File: src/rtl/mprq_pkg.sv
package mprq_pkg;
   localparam int SlotsDefault  = 64;
   localparam int LevelsDefault = 128;
   localparam int SlotW  = 6;
   localparam int LevelW = 7;
   localparam int DlW    = 64;

   localparam logic [1:0] MODE_BACK   = 2'd0;
   localparam logic [1:0] MODE_FRONT  = 2'd1;
   localparam logic [1:0] MODE_REMOVE = 2'd2;
   localparam logic [1:0] MODE_POP    = 2'd3;

   localparam logic [1:0] ST_DONE  = 2'd0;
   localparam logic [1:0] ST_NOOP  = 2'd1;
   localparam logic [1:0] ST_EMPTY = 2'd2;
endpackage

File: src/rtl/mprq_bitmap.sv
// level occupancy bitmap with a registered, iterative top-level rescan
module mprq_bitmap import mprq_pkg::*; #(
   parameter int LEVELS = LevelsDefault,
   localparam int LvW = $clog2(LEVELS)
) (
   input  logic           clock,
   input  logic           reset,
   input  logic           set_en,
   input  logic           clr_en,
   input  logic [LvW-1:0] lvl,
   input  logic           scan_start,
   output logic           scan_busy,
   output logic           bit_out,
   output logic           top_valid,
   output logic [LvW-1:0] top
);
   logic [LEVELS-1:0] bits_ff;
   logic              busy_ff;
   logic [LvW-1:0]    idx_ff;
   logic              tv_ff;
   logic [LvW-1:0]    top_ff;

   assign bit_out   = bits_ff[lvl];
   assign scan_busy = busy_ff;
   assign top_valid = tv_ff;
   assign top       = top_ff;

   always_ff @(posedge clock) begin
      if (reset) begin
         bits_ff <= '0;
         busy_ff <= 1'b0;
         tv_ff   <= 1'b0;
         top_ff  <= '0;
         idx_ff  <= '0;
      end else begin
         if (set_en) begin
            bits_ff[lvl] <= 1'b1;
            if (!tv_ff || lvl > top_ff) begin
               tv_ff  <= 1'b1;
               top_ff <= lvl;
            end
         end
         if (clr_en) bits_ff[lvl] <= 1'b0;
         if (scan_start) begin
            busy_ff <= 1'b1;
            tv_ff   <= 1'b0;
            idx_ff  <= top_ff;
         end else if (busy_ff) begin
            // walk downward one level a cycle
            if (bits_ff[idx_ff]) begin
               tv_ff   <= 1'b1;
               top_ff  <= idx_ff;
               busy_ff <= 1'b0;
            end else if (idx_ff == '0) begin
               busy_ff <= 1'b0;
            end else begin
               idx_ff <= idx_ff - 1'b1;
            end
         end
      end
   end
endmodule

File: config.mk
export PLATFORM = sky130hd
export DESIGN_NAME = mprq_bitmap
export DESIGN_NICKNAME = d
export VERILOG_FILES = /design/src/rtl/mprq_pkg.sv /design/src/rtl/mprq_bitmap.sv
export SDC_FILE = /design/constraint.sdc
export NUM_CORES = 1
export LEC_CHECK = 0
export BUFFER_PORTS_ARGS = -buffer_cell sky130_fd_sc_hd__buf_2
export CORE_ASPECT_RATIO = 1.25
export CORE_MARGIN = 10
export CORE_UTILIZATION = 27
export CTS_CLUSTER_DIAMETER = 120
export CTS_CLUSTER_SIZE = 24
export DETAILED_ROUTE_END_ITERATION = 16
export SLEW_MARGIN = 5
export SYNTH_ARGS = -nofsm -noshare
export SYNTH_HDL_FRONTEND = slang
export SYNTH_SLANG_ARGS = --single-unit
export TNS_END_PERCENT = 1
File: constraint.sdc
create_clock -name clock -period 3.2 [get_ports clock]
set_input_delay 0.48 -clock clock [delete_from_list [all_inputs] [get_ports clock]]
set_output_delay 0.48 -clock clock [all_outputs]
set_load 0.01 [all_outputs]
==> results of run 1 <==
## per-layer routing
layer,track usage (%),share of wire (%)
met5,0,0
met4,8.13,4.3
met3,2.78,7.1
met2,24.0,48
met1,19.0,41
## synth_stat cells (2+ instances only)
cell	count	area share [%]
buf_6	7	1.0
o21ai_0	11	0.72
nor4_1	5	0.41
a21oi_1	137	8.9
buf_2	4	0.26
o211ai_1	5	0.49
clkbuf_1	87	4.3
nand3_1	9	0.59
nand4_1	17	1.4
nand3b_1	2	0.20
dfxtp_1	144	38
and3_1	4	0.33
mux2i_1	12	1.6
nor3b_1	4	0.39
nand2_1	18	0.88
and2_0	3	0.24
ha_1	9	1.5
a211oi_1	139	14
or3_1	2	0.16
mux4_1	4	1.4
a22o_1	8	0.91
nor2b_1	5	0.41
nand2b_1	4	0.33
mux2_2	7	1.0
and4_1	7	0.80
o41ai_2	2	0.42
a311oi_1	7	0.80
o22ai_1	3	0.24
and2_1	16	1.3
mux4_2	21	6.2
a22oi_1	53	5.2
a221oi_1	9	1.0
inv_1	12	0.59
a2111oi_2	2	0.39
nor3_1	14	0.91
nor2_1	18	0.88
a31oi_1	3	0.24
a21o_1	3	0.29
## state kept, by name, indices dropped and copies added (netlist names)
name       count
bits_ff      128
idx_ff         7
top            7
scan_busy      1
top_valid      1
## cells by family (layout without fill, tap and decap cells)
group | count (synthesis) | in the layout
compound gates | 391 | 391
xor+xnor | 1 | 1
fa+ha+maj | 9 | 9
buf+inv | 115 | 123
flops | 144 | 144
mux | 45 | 45
simple gates | 131 | 131
## timing repair
item,4_1_cts,5_1_grt
setup endpoints to repair,0,9
resized for setup,0,2
hold buffers,0,0
## power groups by stage
stage / registers [mW] / logic, mW / clock network, mW
after floorplan: 1.88 / 0.359 / 0
after global placement: 1.89 / 0.518 / 0
after detailed placement: 1.89 / 0.521 / 0
after CTS: 1.85 / 0.523 / 1.97
after global routing: 1.86 / 0.576 / 2.06
final: 1.85 / 0.533 / 1.96
## path summary, 6_finish.rpt
kind	from	end	cells after the start	slack [ns]
max reg2reg	idx_ff[2]$_SDFFE_PP0P_	idx_ff[1]$_SDFFE_PP0P_	8	0.12
min	scan_start	idx_ff[0]$_SDFFE_PP0P_	3	0.47
min reg2reg	bits_ff[76]$_SDFF_PP0_	bits_ff[76]$_SDFF_PP0_	2	0.54
max	lvl[0]	bit_out	9	0.04
## layout make-up
| type | instances | area [um2] | share of cell area [%] |
|---|---|---|---|
| timing repair buffer | 78 | 673 | 7.53 |
| clock inverter | 10 | 101 | 1.13 |
| sequential | 144 | 2880 | 32.3 |
| tap | 350 | 438 | 4.90 |
| multi-input combinational | 577 | 4310 | 48.2 |
| inverter | 13 | 48.8 | 0.546 |
| clock buffer | 22 | 484 | 5.42 |
## tightest hold or removal path, stage by stage
cell     delay, ns
buf_2         0.20
nand2_1       0.10
o22ai_1       0.07
==> qor.csv, run 1 <==
metric,value,unit
crit_buf_inv,3,
final_cells,1194,
p_leak,2.77,nW
place_ws,0.0405,ns
place_hpwl,18000,um
drive_above_1_share,18.0,%
grt_pass1_vias,6863,
io_pins,22,
async_flop_share,0,%
nFillCells,2839,
die_area,35600,um2
rsz0062_at_grt,true,
cts_buffers,17,
synthesis.area,7670,um2
drtIter0Drc,846,
path_cells,buf_2 > nor3b_2 > buf_4 > a22oi_1 > nand4_1 > o21ai_0 > o21ai_0 > mux4_2 > buf_2,
worstMarginPinSlew,1.05,ns
avgViaCountPerCell,6.02,
synth_compound_area_share,34.3,%
synthFlopType,dfxtp_1,
avgSynthCellArea,9.18,um2
grt_pass1_wl,42300,um
ant_nets,0,
synth-simple-area-share,9.51,%
postLayoutCellArea,8940,um2
maxCapViolCount,0,
final_cell_mix,"dfxtp_1, a211oi_1, a21oi_1",
synth_nets,857,
grt_util_all_layers,15.2,%
n_antenna_cell,0,
fin_crit,3.16,ns
dpl_cell_area,8340,um2
core,27800,um2
required,2.72,ns
synth_top_family_by_area,compound AO/OA/AOI/OAI gates,
clockRootBuffer,clkbuf_16,
die_h,208,um
seqPwrFrac,42.6,%
cts_max_path_buffers,2,
cpLargestDelayFamily,simple AND/OR/NAND/NOR gates,
holdWs,0.470,ns
cp.arrival,2.68,ns
rows,68,
switching_share,27.1,%
fmax,0.316,GHz
combinationalPowerShare,12.3,%
dp_cells,1162,
finalSetupViolCount,0,
cts_tree,done,
synth_edf_count,0,
power.switching,1.18,mW
die_w,171,um
clk_pin_slew_worst_paths,0.06,ns
yosys_warnings,0,
synth_cells,836,
p_int,3.17,mW
synthAdderAreaFrac,1.47,%
end_kind,primary output,
ys_ff_latch,144,
finalCritPeriodShare,98.8,%
floorplan.initialDensity,27.6,%
synth_cell_types,57,
vias,7183,
yosysSeqAreaShare,37.6,%
routabilityCongestion,0.954,
hold_class,input pin to flop,
wl_per_cell,22.6,um
drv_slew,0,
crit_type,input pin to primary output,
htree_levels,4,
status,finished clean,
post_synth_xor_area_fraction,0.114,%
portBuffers,21,
power_density,486,nW/um2
num-nets-final,852,
clockPowerShare,45.1,%
cpPeakStageDelay,0.75,ns
slew_headroom,29.6,%
wirelength,26900,um
area_growth_syn_to_layout,16.5,%
setup_ws,0.0388,ns
cts_setup_buffers,0,
peakVddDrop,376,uV
grt_antenna_before_repair,0,
hold_viol_final,0,
clock_latency,0.43,ns
post-route-util,32.1,%
muxShareOfSynthArea,10.3,%
fin_tns_setup,0,ns
grt_max_degree,66,
skew,0.00894,ns
start_kind,input pin,
first_pass_iters,9,
finalPower,4.35,mW
cpMaxStageDelayCell,nor3b_2,
drc,0,
gr-total-overflow,0,
cp_max_fo,10,
final_common_cell,dfxtp_1,
clock-sinks,144,
Power figures use the tool's default switching activity.
==> inputs of run 2 (changes only) <==
PLACE_DENSITY_LB_ADDON = 0.05   (was not set)
==> run 2 against run 1 <==
Compared with the run above: sequential share of layout area decreased by 0.40 points; cell count increased by 0.84%; via count about the same; highest routed layer unchanged; critical path type unchanged.
==> qor.csv, run 2 (synthesis results as in run 1) <==
metric,value,unit
largest_reg_flops,128,
io_pins,22,
slew_headroom,26.8,%
wl_met3,1900,um
start_kind,input pin,
fmax,0.318,GHz
grt_max_degree,72,
grt_antenna_before_repair,0,
rsz0062_at_grt,false,
wirelength,32500,um
fin_tns_setup,0,ns
final_common_cell,dfxtp_1,
gr-total-overflow,0,
finalCritPeriodShare,98.3,%
skew,0.0114,ns
wirelength_met1,13900,um
hold_class,input pin to flop,
die_w,171,um
avgViaCountPerCell,5.97,
p_int,3.33,mW
cts_hold_buf,0,
hold_viol_final,0,
wl_met2,15800,um
path_cells,buf_2 > buf_4 > nor3b_4 > buf_4 > a221oi_2 > nand4_1 > o21ai_0 > o21ai_0 > mux4_2 > buf_2,
finalSetupViolCount,0,
drc,0,
floorplan.initialDensity,27.6,%
crit_type,input pin to primary output,
regMostFlops,bits_ff,
htree_levels,4,
drive_above_1_share,18.7,%
num-nets-final,862,
final_cell_mix,"dfxtp_1, a211oi_1, a21oi_1",
place_ws,-0.141,ns
top_layer,met4,
combinationalPowerShare,12.7,%
holdWs,0.477,ns
clk_pin_slew_worst_paths,0.06,ns
setup_ws,0.0542,ns
cts_tree,done,
core,27800,um2
r2r_cells,9,
r2r_start,idx_ff[2]$_SDFFE_PP0P_,
portBuffers,21,
peakVddDrop,312,uV
cts_max_path_buffers,2,
rows,68,
maxCapViolCount,0,
routabilityCongestion,0.876,
grt_util_all_layers,18.2,%
clockRootBuffer,clkbuf_16,
cp_max_fo,12,
required,2.72,ns
switching_share,26.6,%
clock_latency,0.44,ns
cts_buffers,17,
power_density,501,nW/um2
ff2ff_setup_slack,0.19,ns
wl_per_cell,27.0,um
n_antenna_cell,0,
ant_nets,0,
p_leak,2.85,nW
finalPower,4.54,mW
fin_crit,3.15,ns
grt_pass1_vias,7284,
startpoint,lvl[0],
rr_endpoint,idx_ff[1]$_SDFFE_PP0P_,
power.switching,1.21,mW
vias,7186,
post-route-util,32.6,%
clock-sinks,144,
seqPwrFrac,40.8,%
cpPeakStageDelay,0.45,ns
worstMarginPinSlew,1.09,ns
first_pass_iters,6,
end_kind,primary output,
grt_pass1_wl,48400,um
place_hpwl,21600,um
die_area,35600,um2
cpMaxStageDelayCell,nor3b_4,
clockPowerShare,46.5,%
drv_slew,0,
die_h,208,um
status,finished clean,
crit_end,bit_out,
cp.arrival,2.67,ns
area_growth_syn_to_layout,18.1,%
drtIter0Drc,597,
run 2: cell types whose count changed in the layout (fill, tap and decap cells not counted), moves of 2 or more:
cell	previous run	this run
clkinv_4	3	0
clkbuf_1	1	6
a221oi_1	9	7
o21ai_0	11	9
a221oi_2	0	2
bufinv_16	1	3
inv_6	2	0
buf_4	47	56
clkinvlp_4	3	0
run 2: through the flow:
| stage | instance area [um2] | instances |
|---|---|---|
| after floorplan | 7670 | 836 |
| after global placement | 8430 | 1172 |
| after detailed placement | 8430 | 1172 |
| after CTS | 9040 | 1204 |
| after global routing | 9060 | 1204 |
| final | 9060 | 1204 |
run 2: layer usage:
layer / vias up / GRT usage [%]
met4: 0 / 7.25
met1: 3578 / 22.6
met2: 246 / 30.2
met3: 56 / 3.33
li1: 3306 / -
met5: - / 0
run 2: cell type report:
type                    count  area [um2]
repair buffers             88         761
fillers                  2890       18800
clock buffers              27         503
clock inverters             5         100
inverters                  13        48.8
multi-input cells         577        4320
well taps                 350         438
flip-flops and latches    144        2890
run 2: power by group through the flow:
stage,Combinational [mW],Clock (mW),Sequential (mW)
floorplan,0.359,0,1.88
global placement,0.569,0,1.89
detailed placement,0.575,0,1.89
CTS,0.578,2.14,1.85
global route,0.621,2.21,1.86
finish,0.578,2.11,1.85
run 2: timing repair:
action	in CTS	in global routing
buffers inserted	0	0
resized for setup	3	5
gates cloned	0	0
endpoints found under the setup margin	1	2
run 2: worst min-delay path by stage:
stage                           startpoint                     end  slack (ns)  cells past startpoint
floorplan           bits_ff[80]$_SDFF_PP0_  bits_ff[80]$_SDFF_PP0_        0.50                      2
global placement    bits_ff[68]$_SDFF_PP0_  bits_ff[68]$_SDFF_PP0_        0.52                      2
detailed placement       top[5]$_SDFF_PP0_  idx_ff[5]$_SDFFE_PP0P_        0.53                      2
CTS                             scan_start  idx_ff[1]$_SDFFE_PP0P_        0.46                      3
global route                    scan_start  idx_ff[1]$_SDFFE_PP0P_        0.49                      3
finish                          scan_start  idx_ff[1]$_SDFFE_PP0P_        0.48                      3
run 2: worst max-delay path, delay by kind of cell:
| kind | cells | cell delay [ns] |
|---|---|---|
| multiplexers | 1 | 0.36 |
| AND/OR/NAND/NOR | 2 | 0.55 |
| AO/OA/AOI/OAI | 3 | 0.50 |
| buffers and inverters | 4 | 0.76 |
==> inputs of run 3 (changes only) <==
--- a/config.mk
+++ b/config.mk
@@ -10,5 +10,5 @@
 export CORE_MARGIN = 10
 export CORE_UTILIZATION = 27
-export CTS_CLUSTER_DIAMETER = 120
+export CTS_CLUSTER_DIAMETER = 200
 export CTS_CLUSTER_SIZE = 24
 export DETAILED_ROUTE_END_ITERATION = 16
==> constraint.sdc (replaced) <==
create_clock -name clock -period 3.2 [get_ports clock]
set_input_delay 0.48 -clock clock [delete_from_list [all_inputs] [get_ports clock]]
set_output_delay 0.48 -clock clock [all_outputs]
set_load 0.005 [all_outputs]
==> run 3 against run 2 <==
Compared with the run above: power increased by 1.7%; worst hold slack got worse by 0.0011 ns; register-to-register slack got worse by 0.06 ns; combinational power increased by 4.7%; sequential share of layout area decreased by 0.35 points; critical path type unchanged; first-iteration DRC count increased by 33%; highest routed layer unchanged.
==> qor.csv, run 3 (synthesis results as in run 1) <==
metric,value,unit
status,finished clean,
ff2ff_setup_slack,0.13,ns
routabilityCongestion,0.864,
wl_per_cell,27.1,um
num-nets-final,874,
cts_buffers,17,
cp.arrival,2.63,ns
r2r_start,idx_ff[2]$_SDFFE_PP0P_,
cp_max_fo,18,
fmax,0.321,GHz
setup_ws,0.0865,ns
drv_slew,0,
peakVddDrop,293,uV
skew,0.00976,ns
drtIter0Drc,793,
final_common_cell,dfxtp_1,
die_h,208,um
post-route-util,32.9,%
portBuffers,21,
grt_max_degree,73,
hold_path_depth,3,
core,27800,um2
hold_class,input pin to flop,
clock_latency,0.43,ns
regMostFlops,bits_ff,
avgViaCountPerCell,6.02,
drc,0,
io_pins,22,
die_w,171,um
maxCapViolCount,0,
largest_reg_flops,128,
holdPathEnd,idx_ff[0]$_SDFFE_PP0P_,
grt_pass1_vias,7357,
crit_type,input pin to primary output,
place_ws,-0.133,ns
end_kind,primary output,
p_leak,2.90,nW
finalCritPeriodShare,97.3,%
grt_util_all_layers,18.5,%
first_pass_iters,5,
dp_cells,1178,
die_area,35600,um2
clock-sinks,144,
cts_max_path_buffers,2,
worstMarginPinSlew,1.08,ns
cts_hold_buf,0,
min-delay-start,scan_start,
n_antenna_cell,0,
final_cell_mix,"dfxtp_1, a211oi_1, a21oi_1",
rr_endpoint,idx_ff[2]$_SDFFE_PP0P_,
grt_pass1_wl,49400,um
r2r_cells,11,
fin_crit,3.11,ns
cts_tree,done,
power_density,504,nW/um2
drive_above_1_share,20.6,%
vias,7316,
clockRootBuffer,clkbuf_16,
grt_antenna_before_repair,0,
area_growth_syn_to_layout,19.4,%
place_hpwl,22000,um
htree_levels,4,
start_kind,input pin,
wirelength,33000,um
slew_headroom,27.6,%
holdWs,0.476,ns
floorplan.initialDensity,27.6,%
dpl_cell_area,8460,um2
finalSetupViolCount,0,
required,2.72,ns
postLayoutCellArea,9160,um2
ant_nets,0,
gr-total-overflow,0,
final_cells,1216,
hold_viol_final,0,
rows,68,
clk_pin_slew_worst_paths,0.06,ns
run 3: cell types whose count changed in the layout (fill, tap and decap cells not counted), sizes merged:
cell,delta
bufinv,+1
clkinv,+3
buf,+11
clkbuf,-8
clkinvlp,+5
run 3: worst max-delay path by stage:
stage	end	from	cells past startpoint	slack, ns
6_report	bit_out	lvl[1]	11	0.09
5_1_grt	idx_ff[2]$_SDFFE_PP0P_	idx_ff[2]$_SDFFE_PP0P_	11	-0.0004
4_1_cts	bit_out	lvl[0]	12	0.001
3_5_place_dp	bit_out	lvl[1]	10	-0.13
3_3_place_gp	bit_out	lvl[2]	10	-0.09
2_1_floorplan	bit_out	lvl[0]	9	0.43
run 3: cell type report:
cell class	count	area (um2)
fill	2870	18700
inverter	13	48.8
multi-input combinational	577	4320
clock inverter	14	190
clock buffer	18	439
sequential	144	2890
tap	350	438
timing repair buffer	100	841
run 3: where the power goes:
part           internal, mW  switching [mW]  total [mW]
Combinational         0.219           0.387       0.605
Sequential             1.82          0.0322        1.85
Clock                  1.32           0.838        2.16
Total                  3.36            1.26        4.62
run 3: layer usage:
metal / part of all wire [%] / up-vias / global-route usage [%] / routed length, um
met1: 43 / 3631 / 22.9 / 14100
met2: 49 / 278 / 31.2 / 16100
met5: 0 / - / 0 / 0
li1: - / 3337 / - / -
met3: 4.9 / 70 / 2.94 / 1600
met4: 3.5 / 0 / 7.13 / 1160
run 3: timing repair:
action,in CTS,in global routing
buffers inserted,0,6
pin swaps,0,2
endpoints found under the hold margin,0,0
gates resized for setup,1,10
endpoints found under the setup margin,1,4
run 3: worst max-delay path: stages:
cell and delay, ns:
buf_2 0.12, buf_4 0.16, and3_1 0.21, buf_12 0.17, a22oi_1 0.18, nand4_1 0.18
o21ai_0 0.20, o21ai_1 0.11, buf_4 0.16, mux4_2 0.50, buf_2 0.16
run 3: per-stage QoR:
step | power (mW) | setup TNS (ns)
after global routing | 4.78 | -0.000399
after CTS | 4.64 | 0
final | 4.62 | 0
after detailed placement | 2.47 | -0.133
after floorplan | 2.23 | 0
after global placement | 2.47 | -0.0935
